==> src/rtl/mlfq_pkg.sv <==
// ----------------------------------------------------------------------------
// mlfq_pkg
// Shared types and constants for the multilevel feedback scheduler.
// ----------------------------------------------------------------------------
`default_nettype none
package mlfq_pkg;

    localparam int DEF_SLOTS = 64;

    localparam logic [1:0] KIND_TICK  = 2'd0;
    localparam logic [1:0] KIND_PICK  = 2'd1;
    localparam logic [1:0] KIND_STATE = 2'd2;
    localparam logic [1:0] KIND_PRIO  = 2'd3;

    localparam logic [2:0] ST_UNUSED   = 3'd0;
    localparam logic [2:0] ST_USED     = 3'd1;
    localparam logic [2:0] ST_SLEEPING = 3'd2;
    localparam logic [2:0] ST_RUNNABLE = 3'd3;
    localparam logic [2:0] ST_RUNNING  = 3'd4;
    localparam logic [2:0] ST_ZOMBIE   = 3'd5;

    localparam logic [1:0] LVL_MAX      = 2'd2;
    localparam logic [3:0] MAX_PRIO     = 4'd9;
    localparam logic [3:0] DEFAULT_PRIO = 4'd5;

    localparam logic [2:0] REG_KEY_MODE = 3'd0;
    localparam logic [2:0] REG_BOOST    = 3'd1;
    localparam logic [2:0] REG_QTOP     = 3'd2;
    localparam logic [2:0] REG_QMID     = 3'd3;
    localparam logic [2:0] REG_QBOT     = 3'd4;

    localparam logic        RST_KEY_MODE = 1'b1;
    localparam logic [15:0] RST_BOOST    = 16'd100;
    localparam logic [7:0]  RST_QTOP     = 8'd1;
    localparam logic [7:0]  RST_QMID     = 8'd2;
    localparam logic [7:0]  RST_QBOT     = 8'd4;

    typedef struct packed {
        logic [2:0]  state;
        logic [3:0]  prio;
        logic [1:0]  level;
        logic [7:0]  used;
        logic [31:0] stamp;
    } slot_rec_t;

    localparam slot_rec_t RST_REC = '{state: ST_UNUSED, prio: DEFAULT_PRIO,
                                      level: 2'd0, used: 8'd0, stamp: 32'd0};

    typedef struct packed {
        logic        key_mode;
        logic [15:0] boost_period;
        logic [7:0]  q_top;
        logic [7:0]  q_mid;
        logic [7:0]  q_bot;
    } cfg_t;

    typedef struct packed {
        logic load;
        logic fetch;
        logic exec;
        logic scan;
        logic drain;
        logic dispatch;
    } cmd_t;

    typedef struct packed {
        logic req_pick;
        logic scan_last;
    } status_t;

endpackage
`default_nettype wire

==> src/rtl/mlfq_ctrl.sv <==
// ----------------------------------------------------------------------------
// mlfq_ctrl
// Sequencer: single-slot access or full table scan for a pick.
// ----------------------------------------------------------------------------
`default_nettype none
module mlfq_ctrl
    import mlfq_pkg::*;
(
    input  wire logic    clk,
    input  wire logic    rst_n,
    input  wire logic    start,
    input  wire status_t st,
    output cmd_t         cmd,
    output logic         busy
);

    typedef enum logic [5:0] {
        S_IDLE     = 6'b000001,
        S_FETCH    = 6'b000010,
        S_EXEC     = 6'b000100,
        S_SCAN     = 6'b001000,
        S_DRAIN    = 6'b010000,
        S_DISPATCH = 6'b100000
    } state_t;

    state_t state_reg, state_next;

    always_comb
    begin
        state_next = state_reg;
        case (state_reg)
            S_IDLE:
            begin
                if (start)
                begin
                    state_next = st.req_pick ? S_SCAN : S_FETCH;
                end
            end
            S_FETCH:    state_next = S_EXEC;
            S_EXEC:     state_next = S_IDLE;
            S_SCAN:
            begin
                if (st.scan_last)
                begin
                    state_next = S_DRAIN;
                end
            end
            S_DRAIN:    state_next = S_DISPATCH;
            S_DISPATCH: state_next = S_IDLE;
            default:    state_next = S_IDLE;
        endcase
    end

    always_ff @(posedge clk or negedge rst_n)
    begin
        if (!rst_n)
        begin
            state_reg <= S_IDLE;
        end
        else
        begin
            state_reg <= state_next;
        end
    end

    assign busy         = (state_reg != S_IDLE);
    assign cmd.load     = (state_reg == S_IDLE) && start;
    assign cmd.fetch    = (state_reg == S_FETCH);
    assign cmd.exec     = (state_reg == S_EXEC);
    assign cmd.scan     = (state_reg == S_SCAN);
    assign cmd.drain    = (state_reg == S_DRAIN);
    assign cmd.dispatch = (state_reg == S_DISPATCH);

    a_accept_busy: assert property (@(posedge clk) disable iff (!rst_n)
        start && !busy |=> busy)
        else $error("request accepted but block not busy");

    a_exec_done: assert property (@(posedge clk) disable iff (!rst_n)
        cmd.exec |=> !busy)
        else $error("single-slot request did not finish");

    a_dispatch_done: assert property (@(posedge clk) disable iff (!rst_n)
        cmd.dispatch |=> !busy)
        else $error("pick did not finish after dispatch");

    a_scan_exit: assert property (@(posedge clk) disable iff (!rst_n)
        cmd.scan && st.scan_last |=> cmd.drain)
        else $error("scan end not followed by drain");

endmodule
`default_nettype wire

==> src/rtl/mlfq_dp.sv <==
// ----------------------------------------------------------------------------
// mlfq_dp
// Slot table, counters, charge/boost/select logic and result registers.
// ----------------------------------------------------------------------------
`default_nettype none
module mlfq_dp
    import mlfq_pkg::*;
#(
    parameter int SLOTS = DEF_SLOTS
)
(
    input  wire logic       clk,
    input  wire logic       rst_n,
    input  wire cmd_t       cmd,
    input  wire cfg_t       cfg,
    input  wire logic [1:0] kind,
    input  wire logic [5:0] slot,
    input  wire logic       has_current,
    input  wire logic [2:0] new_state,
    input  wire logic [3:0] new_priority,
    output status_t         st,
    output logic            done,
    output logic [5:0]      picked_slot,
    output logic            found,
    output logic            error,
    output logic [1:0]      slot_level,
    output logic            boosted
);

    localparam int IDXW = (SLOTS > 1) ? $clog2(SLOTS) : 1;

    slot_rec_t mem [SLOTS];
    logic [SLOTS-1:0] vld_reg;
    slot_rec_t rdata_reg;
    logic      rvld_reg;

    logic [1:0]  kind_reg;
    logic [5:0]  slot_reg;
    logic        hasc_reg;
    logic [2:0]  nst_reg;
    logic [3:0]  npr_reg;
    logic        boost_reg;
    logic [31:0] tick_reg;
    logic [31:0] last_boost_reg;
    logic [31:0] dcount_reg;

    logic [IDXW-1:0] cnt_reg;
    logic            proc_reg;
    logic [IDXW-1:0] pidx_reg;
    logic            have_reg;
    logic [IDXW-1:0] best_reg;
    slot_rec_t       best_rec_reg;
    logic [3:0]      bkey_reg;

    logic        done_reg;
    logic [5:0]  picked_reg;
    logic        found_reg;
    logic        error_reg;
    logic [1:0]  level_reg;
    logic        boosted_reg;

    logic            slot_ok;
    logic [IDXW-1:0] slot_idx;
    logic [IDXW-1:0] rd_addr;
    slot_rec_t       rec_in;
    slot_rec_t       rec_new;
    slot_rec_t       rec_scan;
    logic            we;
    logic [IDXW-1:0] wa;
    slot_rec_t       wd;
    logic [7:0]      quant;
    logic [8:0]      used_inc;
    logic            err_c;
    logic [3:0]      key_c;
    logic            better;

    assign slot_ok  = (32'(slot_reg) < SLOTS);
    assign slot_idx = IDXW'(slot_reg);
    assign rd_addr  = cmd.scan ? cnt_reg : slot_idx;
    assign rec_in   = rvld_reg ? rdata_reg : RST_REC;

    assign st.req_pick  = (kind == KIND_PICK);
    assign st.scan_last = (cnt_reg == IDXW'(SLOTS - 1));

    // single-slot update
    always_comb
    begin
        rec_new  = rec_in;
        err_c    = 1'b0;
        quant    = 8'd0;
        used_inc = 9'd0;
        case (kind_reg)
            KIND_TICK:
            begin
                if (hasc_reg)
                begin
                    case (rec_in.level)
                        2'd0:    quant = cfg.q_top;
                        2'd1:    quant = cfg.q_mid;
                        default: quant = cfg.q_bot;
                    endcase
                    if (quant == 8'd0)
                    begin
                        quant = 8'd1;
                    end
                    used_inc = (rec_in.used == 8'hff) ? 9'h0ff : {1'b0, rec_in.used} + 9'd1;
                    if (used_inc >= {1'b0, quant})
                    begin
                        if (rec_in.level < LVL_MAX)
                        begin
                            rec_new.level = rec_in.level + 2'd1;
                        end
                        rec_new.used = 8'd0;
                    end
                    else
                    begin
                        rec_new.used = used_inc[7:0];
                    end
                end
            end
            KIND_STATE:
            begin
                if (nst_reg <= ST_ZOMBIE)
                begin
                    rec_new.state = nst_reg;
                    if (nst_reg == ST_USED)
                    begin
                        rec_new.prio  = DEFAULT_PRIO;
                        rec_new.level = 2'd0;
                        rec_new.used  = 8'd0;
                        rec_new.stamp = 32'd0;
                    end
                    else if (nst_reg == ST_SLEEPING)
                    begin
                        rec_new.used = 8'd0;
                    end
                end
            end
            KIND_PRIO:
            begin
                if (npr_reg > MAX_PRIO || rec_in.state == ST_UNUSED)
                begin
                    err_c = 1'b1;
                end
                else
                begin
                    rec_new.prio = npr_reg;
                end
            end
            default: rec_new = rec_in;
        endcase
    end

    // scan element: boost then compare
    always_comb
    begin
        rec_scan = rec_in;
        if (boost_reg && rec_in.state != ST_UNUSED)
        begin
            rec_scan.level = 2'd0;
            rec_scan.used  = 8'd0;
        end
        key_c  = cfg.key_mode ? {2'b00, rec_scan.level} : rec_scan.prio;
        better = (rec_scan.state == ST_RUNNABLE) &&
                 (!have_reg || key_c < bkey_reg ||
                  (key_c == bkey_reg && rec_scan.stamp < best_rec_reg.stamp));
    end

    always_comb
    begin
        we = 1'b0;
        wa = slot_idx;
        wd = rec_new;
        if (cmd.exec)
        begin
            we = slot_ok;
        end
        else if (proc_reg)
        begin
            we = boost_reg;
            wa = pidx_reg;
            wd = rec_scan;
        end
        else if (cmd.dispatch)
        begin
            we       = have_reg;
            wa       = best_reg;
            wd       = best_rec_reg;
            wd.state = ST_RUNNING;
            wd.stamp = dcount_reg + 32'd1;
        end
    end

    always_ff @(posedge clk)
    begin
        if (we)
        begin
            mem[wa] <= wd;
        end
        rdata_reg <= mem[rd_addr];
    end

    always_ff @(posedge clk or negedge rst_n)
    begin
        if (!rst_n)
        begin
            vld_reg        <= '0;
            rvld_reg       <= 1'b0;
            kind_reg       <= KIND_TICK;
            boost_reg      <= 1'b0;
            tick_reg       <= 32'd0;
            last_boost_reg <= 32'd0;
            dcount_reg     <= 32'd0;
            cnt_reg        <= '0;
            proc_reg       <= 1'b0;
            have_reg       <= 1'b0;
            done_reg       <= 1'b0;
        end
        else
        begin
            if (we)
            begin
                vld_reg[wa] <= 1'b1;
            end
            rvld_reg <= vld_reg[rd_addr];
            proc_reg <= cmd.scan;
            done_reg <= cmd.exec || cmd.dispatch;
            if (cmd.load)
            begin
                kind_reg <= kind;
                cnt_reg  <= '0;
                have_reg <= 1'b0;
                boost_reg <= 1'b0;
                if (kind == KIND_TICK)
                begin
                    tick_reg <= tick_reg + 32'd1;
                end
                if (kind == KIND_PICK &&
                    (tick_reg - last_boost_reg) >= {16'd0, cfg.boost_period})
                begin
                    boost_reg      <= 1'b1;
                    last_boost_reg <= tick_reg;
                end
            end
            if (cmd.scan)
            begin
                cnt_reg <= cnt_reg + IDXW'(1);
            end
            if (proc_reg && better)
            begin
                have_reg <= 1'b1;
            end
            if (cmd.dispatch && have_reg)
            begin
                dcount_reg <= dcount_reg + 32'd1;
            end
        end
    end

    always_ff @(posedge clk)
    begin
        if (cmd.load)
        begin
            slot_reg <= slot;
            hasc_reg <= has_current;
            nst_reg  <= new_state;
            npr_reg  <= new_priority;
        end
        if (cmd.scan)
        begin
            pidx_reg <= cnt_reg;
        end
        if (proc_reg && better)
        begin
            best_reg     <= pidx_reg;
            best_rec_reg <= rec_scan;
            bkey_reg     <= key_c;
        end
        if (cmd.exec)
        begin
            picked_reg  <= 6'd0;
            found_reg   <= 1'b0;
            boosted_reg <= 1'b0;
            error_reg   <= (kind_reg == KIND_PRIO) && (!slot_ok || err_c);
            level_reg   <= slot_ok ? rec_new.level : 2'd0;
        end
        if (cmd.dispatch)
        begin
            picked_reg  <= have_reg ? 6'(best_reg) : 6'd0;
            found_reg   <= have_reg;
            boosted_reg <= boost_reg;
            error_reg   <= 1'b0;
            level_reg   <= have_reg ? best_rec_reg.level : 2'd0;
        end
    end

    assign done        = done_reg;
    assign picked_slot = picked_reg;
    assign found       = found_reg;
    assign error       = error_reg;
    assign slot_level  = level_reg;
    assign boosted     = boosted_reg;

endmodule
`default_nettype wire

==> src/rtl/multilevel_feedback_scheduler.sv <==
// ----------------------------------------------------------------------------
// multilevel_feedback_scheduler
// Multilevel feedback queue scheduler over a table of task slots.
// ----------------------------------------------------------------------------
// One request at a time: a tick, state change or priority write passes
// through the fetch and exec states to the done strobe; a pick scans the
// whole slot table through the single read port of the slot memory, one
// slot per cycle, then drains and dispatches. busy is high until the result
// is shown; the result stands on the ports from the one cycle in which done
// is high until the next request ends, and done cannot be held off.
`default_nettype none
module multilevel_feedback_scheduler
    import mlfq_pkg::*;
#(
    parameter int SLOTS = DEF_SLOTS
)
(
    input  wire logic        clk,
    input  wire logic        rst_n,
    input  wire logic        start,
    output logic             busy,
    input  wire logic [1:0]  kind,
    input  wire logic [5:0]  slot,
    input  wire logic        has_current,
    input  wire logic [2:0]  new_state,
    input  wire logic [3:0]  new_priority,
    output logic             done,
    output logic [5:0]       picked_slot,
    output logic             found,
    output logic             error,
    output logic [1:0]       slot_level,
    output logic             boosted,
    input  wire logic        psel,
    input  wire logic        penable,
    input  wire logic        pwrite,
    input  wire logic [4:0]  paddr,
    input  wire logic [31:0] pwdata,
    output logic [31:0]      prdata,
    output logic             pready
);

    cfg_t    cfg_reg;
    cmd_t    cmd;
    status_t st;
    logic    wr_en;

    assign pready = 1'b1;
    assign wr_en  = psel && penable && pwrite;

    always_ff @(posedge clk or negedge rst_n)
    begin
        if (!rst_n)
        begin
            cfg_reg.key_mode     <= RST_KEY_MODE;
            cfg_reg.boost_period <= RST_BOOST;
            cfg_reg.q_top        <= RST_QTOP;
            cfg_reg.q_mid        <= RST_QMID;
            cfg_reg.q_bot        <= RST_QBOT;
        end
        else if (wr_en)
        begin
            case (paddr[4:2])
                REG_KEY_MODE: cfg_reg.key_mode     <= pwdata[0];
                REG_BOOST:    cfg_reg.boost_period <= pwdata[15:0];
                REG_QTOP:     cfg_reg.q_top        <= pwdata[7:0];
                REG_QMID:     cfg_reg.q_mid        <= pwdata[7:0];
                REG_QBOT:     cfg_reg.q_bot        <= pwdata[7:0];
                default:      cfg_reg <= cfg_reg;
            endcase
        end
    end

    always_comb
    begin
        case (paddr[4:2])
            REG_KEY_MODE: prdata = {31'd0, cfg_reg.key_mode};
            REG_BOOST:    prdata = {16'd0, cfg_reg.boost_period};
            REG_QTOP:     prdata = {24'd0, cfg_reg.q_top};
            REG_QMID:     prdata = {24'd0, cfg_reg.q_mid};
            REG_QBOT:     prdata = {24'd0, cfg_reg.q_bot};
            default:      prdata = 32'd0;
        endcase
    end

    mlfq_ctrl u_ctrl (
        .clk   (clk),
        .rst_n (rst_n),
        .start (start),
        .st    (st),
        .cmd   (cmd),
        .busy  (busy)
    );

    mlfq_dp #(
        .SLOTS (SLOTS)
    ) u_dp (
        .clk          (clk),
        .rst_n        (rst_n),
        .cmd          (cmd),
        .cfg          (cfg_reg),
        .kind         (kind),
        .slot         (slot),
        .has_current  (has_current),
        .new_state    (new_state),
        .new_priority (new_priority),
        .st           (st),
        .done         (done),
        .picked_slot  (picked_slot),
        .found        (found),
        .error        (error),
        .slot_level   (slot_level),
        .boosted      (boosted)
    );

endmodule
`default_nettype wire
==> config.mk <==
export PLATFORM = sky130hd
export DESIGN_NAME = multilevel_feedback_scheduler
export DESIGN_NICKNAME = d
export VERILOG_FILES = /design/src/rtl/mlfq_pkg.sv /design/src/rtl/mlfq_ctrl.sv /design/src/rtl/mlfq_dp.sv /design/src/rtl/multilevel_feedback_scheduler.sv
export SDC_FILE = /design/constraint.sdc
export NUM_CORES = 2
export LEC_CHECK = 0
export ABC_CLOCK_PERIOD_IN_PS = 10500
export BUFFER_PORTS_ARGS = -buffer_cell sky130_fd_sc_hd__buf_2
export CAP_MARGIN = 20
export CORE_UTILIZATION = 24
export CTS_CLUSTER_DIAMETER = 40
export DETAILED_ROUTE_END_ITERATION = 8
export PLACE_DENSITY = 0.33
export REMOVE_ABC_BUFFERS = 1
export SLEW_MARGIN = 5
export SYNTH_ARGS = -nofsm -noshare
export SYNTH_HDL_FRONTEND = slang
export SYNTH_SLANG_ARGS = --single-unit
export TNS_END_PERCENT = 1
==> constraint.sdc <==
create_clock -name clk -period 10.5 [get_ports clk]
set_input_delay 0.525 -clock clk [delete_from_list [all_inputs] [get_ports clk]]
set_output_delay 0.525 -clock clk [all_outputs]
set_load 0.02 [all_outputs]
After elaboration in Yosys (flattened, before gate mapping)
Memories as Yosys holds them, arrays and structs flattened. A register that Yosys moved wholly into a read port is not among the register bits.
Index checks and enable logic that the tools add are counted.
Word-level totals
  output and inout port bits: 46
  memory bits (writable): 3136
  bits in latches: 0
  memory bits (read-only): 0
  memories: 1
  bits of input ports: 59
  logic and storage cells: 169
  bits in registers: 307
Memories
  u_dp.mem: depth 64, width 49, read ports 1, clocked after memory_dff 1, write ports 1, line mlfq_dp.sv:32  | slot_rec_t mem [SLOTS];
Cells by class
  magnitude comparators: 10
  shift operators: 0
  reduce and logical (&&, ||, !) cells: 34
  multipliers: 0
  divide/modulo/power cells: 0
  mux-type cells: 61
  eq/ne operators: 23
  bitwise gates (word level): 1
  add/subtract/negate cells: 6
Operators by type and width (number)
  49-bit two-way mux: 5
  16-bit one-hot mux with 5 select lines: 1
  6-bit two-way mux: 12
  32-bit by 1-bit adder with 32-bit output, second input constant: 2
  32-bit two-way mux: 2
  8-bit two-way mux: 8
  64-bit OR: 1
  32-bit by 16-bit >= comparator with 1-bit output: 1
  32-bit less-than comparator: 1
  32-bit subtractor: 1
  6-bit one-hot mux with 4 select lines: 1
  10-bit two-way mux: 2
  10-bit one-hot mux with 2 select lines: 1
  8-bit one-hot mux with 2 select lines: 1
  2-bit AND reduction: 8
  1-bit two-way mux: 15
  6-bit by 7-bit less-than comparator with 1-bit output, second input constant: 2
  3-bit by 2-bit equality test with 1-bit output, second input constant: 4
  6-bit equality test, second input constant: 2
  4-bit two-way mux: 3
  1-bit logical AND: 11
  2-bit two-way mux: 5
  8-bit by 1-bit adder with 9-bit output, second input constant: 1
  9-bit by 8-bit >= comparator with 1-bit output: 1
  32 further kinds: 44

Longest topological paths before layout
  depth after elaboration: 16
  gate-level depth with buffers: 22
  depth with buffers taken out: 20

By module
From an unflattened synthesis, not the netlist that was laid out.
Second synthesis, totals
  cells, all modules: 7709
  area, all modules: 140058.1 um^2
Modules (own cells, without submodules)
  mlfq_dp: area each 137672.0 um^2, times used 1, seq. area each 102082.9 um^2, cells an instance 7520
  multilevel_feedback_scheduler: area each 2069.5 um^2, times used 1, seq. area each 1034.7 um^2, cells an instance 154
  mlfq_ctrl: area each 316.6 um^2, times used 1, seq. area each 151.4 um^2, cells an instance 35

Worst setup path after synthesis
OpenSTA, ideal clock, no wires.
  path type: reg2reg
  from: register u_dp.rvld_reg
  to: register u_dp.best_rec_reg[0] (netlist name), enable pin
  path buffers: 3
  path slack: 3.176 ns
  stages on the path, launching flop included: 16
  clock period less this slack: 7.324 ns
  library setup time: 0.541 ns
  data arrival time: 6.782 ns
  required time: 9.959 ns
  cells stage by stage: dfrtp_1 > clkbuf_1 > clkbuf_1 > clkbuf_1 > nand2_1 > inv_1 > ha_1 > a21o_1 > a21o_1 > a21oi_1 > nor2_1 > a2111oi_0 > o21ai_0 > o211ai_1 > a41oi_1 > nor3_1
RTL lines
  start, declared: line mlfq_dp.sv:35  | logic rvld_reg;
  start signal, assigned: line mlfq_dp.sv:225  | rvld_reg <= vld_reg[rd_addr];
  end signal, assigned: line mlfq_dp.sv:276  | best_rec_reg <= rec_scan;
  end, declared: line mlfq_dp.sv:52  | slot_rec_t best_rec_reg;

Worst setup path after layout
  from: register u_ctrl.state_reg[0]
  to: register, netlist name u_dp.rdata_reg[48]
Between the ends
  longest elaborated chain between the ends: 2
Ends and longest elaborated chain
  start, declared: line mlfq_ctrl.sv:26  | state_t state_reg, state_next;
  start signal, assigned: line mlfq_ctrl.sv:62  | state_reg <= state_next;
  6-bit by 4-bit equality test with 1-bit output: line mlfq_ctrl.sv:70  | assign cmd.scan = (state_reg == S_SCAN);
  6-bit two-way mux: line mlfq_dp.sv:79  | assign rd_addr = cmd.scan ? cnt_reg : slot_idx;
Every way passes these cells.
A chain may end at the register's enable or synchronous reset.

==> flow_metrics.env <==
export IMPL_drt_iter0_markers=5143
export IMPL_core_area_um2=576700
export IMPL_worstMarginPinSlew_ns=1.073
export IMPL_clock_tree_htree_level_count=6
export IMPL_final_area_um2=172400
export IMPL_synth_cell_area_um2=138900
export IMPL_timing_fmax_ghz=0.1643
export IMPL_worst_hold_startpoint="psel"
export IMPL_timing_hold_violations_final=0
export IMPL_globalRoute_busiestLayer="met2"
export IMPL_tritoncts="yes"
export IMPL_routed_wire_length_per_instance_um=28.38
export IMPL_floorplan_initialDensity_pct=24.08
export IMPL_hold_path_endpoint="cfg_reg[0]"
export IMPL_critical_path_arrival_ns=6.98
export IMPL_yosys_area_share_adder_pct=0.8703
export IMPL_placed_standard_cell_area_um2=150700
export IMPL_grtUsageMet2_pct=25.65
export IMPL_die_area_um2=581700
export IMPL_setup_worst_path_end_class="register"
export IMPL_synth_sequential_area_ratio_pct=74.36
export IMPL_critical_path_most_common_cell="buf_4"
export IMPL_worstPathBufferInverterCount=4
export IMPL_final_period_minus_worst_setup_slack_ns=6.087
export IMPL_area_grow_syn2layout_pct=24.18
export IMPL_postCtsSetupRepairBufs=0
export IMPL_xor_xnor_share_of_the_synthesized_area_pct=0.7694
export IMPL_postSynthRegisterBits=3492
export IMPL_finalPower_mw=47.17
export IMPL_final_max_slew_violation_count=0
export IMPL_rsz0062_at_grt="false"
export IMPL_area_sequential_um2=103300
export IMPL_die_x_um=762.7
export IMPL_congestion_overflow_gr=0
export IMPL_irDropWorstVdd_v=0.0001434
export IMPL_floorplan_rows=279
export IMPL_first_pass_grt_wire_length_um=637000
export IMPL_drt_antenna_violating_nets=0
export IMPL_layout_commonest_cell="edfxtp_1"
export IMPL_timing_critical_path_required_ns=11.40
export IMPL_ys_warn_count=0
export IMPL_path_delay_family="buffers and inverters"
export IMPL_grt_start_max_net_pins=96
export IMPL_worst_r2r_startpoint="u_ctrl.state_reg[0]"
export IMPL_layout_nets=8039
export IMPL_cts_hold_repair_buffers=41
export IMPL_cp_max_fo=29
export IMPL_flip_flop_count_of_the_largest_register_after_layout=3136
export IMPL_num_io_pins=105
export IMPL_die_height_um=762.7
export IMPL_critical_path_reg2reg_endpoint="u_dp.rdata_reg[48]"
export IMPL_r2r_slack_ns=4.41
export IMPL_drt_vias_per_instance=4.537
export IMPL_multi_input_combinational_cell_area_um2=34510
export IMPL_cp_start_kind="register"
export IMPL_clock_latency_ns=1.09
export IMPL_postSynthAreaPerCell_um2=19.08
export IMPL_final_layout_size_suffix_gt1_share_pct=28.35
export IMPL_global_route_usage_met3_pct=2.289
export IMPL_slew_headroom_pct=26.93
export IMPL_setup_viol_count_final=0
export IMPL_p_per_area_nw_per_um2=273.5
export IMPL_worstHoldPathType="in2reg"
export IMPL_cp_slowest_cell="mux2i_4"
export IMPL_clkSlewWorstSetupHoldPaths_ns=0.05
export IMPL_static_power_due_to_leakage_nw=56.80
export IMPL_worst_r2r_path_depth=13
export IMPL_gp_congestion=0.7455
export IMPL_postCtsResizedCells=0
export IMPL_root_buffer="clkbuf_16"
export IMPL_timing_setup_critical_path_class="reg2reg"
export IMPL_timing_critical_path_cells="nor2_1 -> nand4b_2 -> buf_4 -> mux2i_4 -> buf_4 -> buf_4 -> buf_4 -> mux4_2 -> and2_1 -> a211oi_1 -> a311oi_1 -> a211oi_2 -> a21oi_1"
export IMPL_critical_path_max_stage_delay_ns=0.93
export IMPL_worst_hold_path_num_cells=4
export IMPL_synth_area_mux_share_pct=13.60
export IMPL_wirelength_um=458500
export IMPL_dr_pass1_iters=7
export IMPL_antenna_violations_before_repair=35
export IMPL_global_route_met1_usage_pct=21.23
export IMPL_most_common_layout_cells="edfxtp_1, mux4_2, clkbuf_16"
export IMPL_dpl_hpwl_um=256000
export IMPL_final_setup_skew_ns=0.04727
export IMPL_port_buffer_cells=69
export IMPL_basic_gate_share_of_the_synthesized_area_counting_and_or_nand_and_nor_cells_pct=4.147
export IMPL_numClockSinks=3492
export IMPL_globalRouteTotalUtil_pct=15.42
export IMPL_synth_top_family_by_area="multiplexers"
export IMPL_number_of_global_route_vias_before_repair=79420
export IMPL_fill_cell_total_of_the_finished_layout=56690
export IMPL_layout_worst_path_cycle_share_pct=57.97
export IMPL_drv_cap=0
export IMPL_syn_instance_count=7280
export IMPL_result_of_the_run="complete, but fails checks"
export IMPL_synthArstFlopShare_pct=6.300
export IMPL_area_fraction_in_compound_gates_after_synthesis_pct=4.488
export IMPL_final_routed_drc_violation_total=135
export IMPL_synthFlopType="edfxtp_1"
export IMPL_synth_edff_count=3222
export IMPL_ys_types=95
export IMPL_route_vias_total=73310
export IMPL_violated_checks="DRC"
export IMPL_cts_buffers_inserted=630
export IMPL_clk_path_buf_depth=4
==> cells in the mapped netlist, types with 36 or more instances <==
cell	instances	share of area [%]
a211oi_1	261	1.4
a21oi_1	171	0.62
a311oi_1	100	0.63
a31oi_1	107	0.48
and2_1	220	0.99
buf_2	166	0.60
clkbuf_1	226	0.61
dfrtp_1	212	3.8
dfxtp_1	50	0.72
edfxtp_1	3222	70
ha_1	95	0.86
inv_1	130	0.35
mux4_2	801	13
nand2_1	620	1.7
nand3_1	51	0.18
nor2_1	177	0.48
o21ai_0	77	0.28
o21bai_1	36	0.19
xnor2_1	85	0.54
xor2_1	37	0.23
==> final cells by class <==
cell class              count  area share (%)
diodes                     20         0.02902
clock buffers             757           9.709
clock inverters           400           2.635
inverters                 131          0.2851
multi-input cells        3242           20.01
flip-flops and latches   3492           59.88
well taps                7727           5.606
repair buffers            387           1.840
==> metrics by stage <==
step | setup TNS, ns | std cells | util (%) | setup slack [ns] | hold slack (ns)
floorplan | -3401.03 | 6865 | - | -69.74 | 0.2294
global placement | 0 | 14930 | 26.11 | 4.276 | 0.4404
detailed placement | 0 | 14940 | 26.12 | 4.281 | 0.4416
CTS | 0 | 16130 | 29.89 | 4.267 | 0.05842
global route | 0 | 16140 | 29.89 | 4.054 | 0.1415
finish | 0 | 16160 | 29.90 | 4.413 | 0.1935
==> worst max-delay path by stage <==
| stage | cells after the start | to | startpoint | slack [ns] |
|---|---|---|---|---|
| floorplan | 9 | u_dp.rvld_reg | u_ctrl.state_reg[0] | -69.74 |
| global placement | 13 | u_dp.rdata_reg[48] | u_ctrl.state_reg[0] | 4.28 |
| detailed placement | 13 | u_dp.rdata_reg[48] | u_ctrl.state_reg[0] | 4.28 |
| CTS | 13 | u_dp.rdata_reg[48] | u_ctrl.state_reg[0] | 4.27 |
| global route | 13 | u_dp.rdata_reg[48] | u_ctrl.state_reg[0] | 4.05 |
| finish | 13 | u_dp.rdata_reg[48] | u_ctrl.state_reg[0] | 4.41 |
==> kinds of logic after synthesis <==
family,after synthesis
AOI/OAI and AO/OA,902
xor gates and xnor gates,122
adders and majority gates,96
buffers and inverters,561
DFF,3492
muxes,868
other,2
and+or+nand+nor,1237
==> worst register-to-register path, delay by kind of cell, from the launching register on <==
kind / cells / cell delay [ns]
AOI/OAI and AO/OA: 4 / 1.39
buffers and inverters: 4 / 2.07
DFF: 1 / 0.56
muxes: 2 / 1.56
and+or+nand+nor: 3 / 0.35
==> per-layer routing <==
layer,vias up,share of wire [%]
met1,40120,46
met2,1571,48
li1,30980,-
met4,0,2.2
met5,-,0
met3,641,4.0
==> where the power goes <==
part,internal (mW),total [mW],switching [mW]
Clock,13.2,20.4,7.23
Sequential,17.3,17.6,0.265
Combinational,2.82,9.17,6.35
No activity file was read; power rests on OpenSTA's default activity.
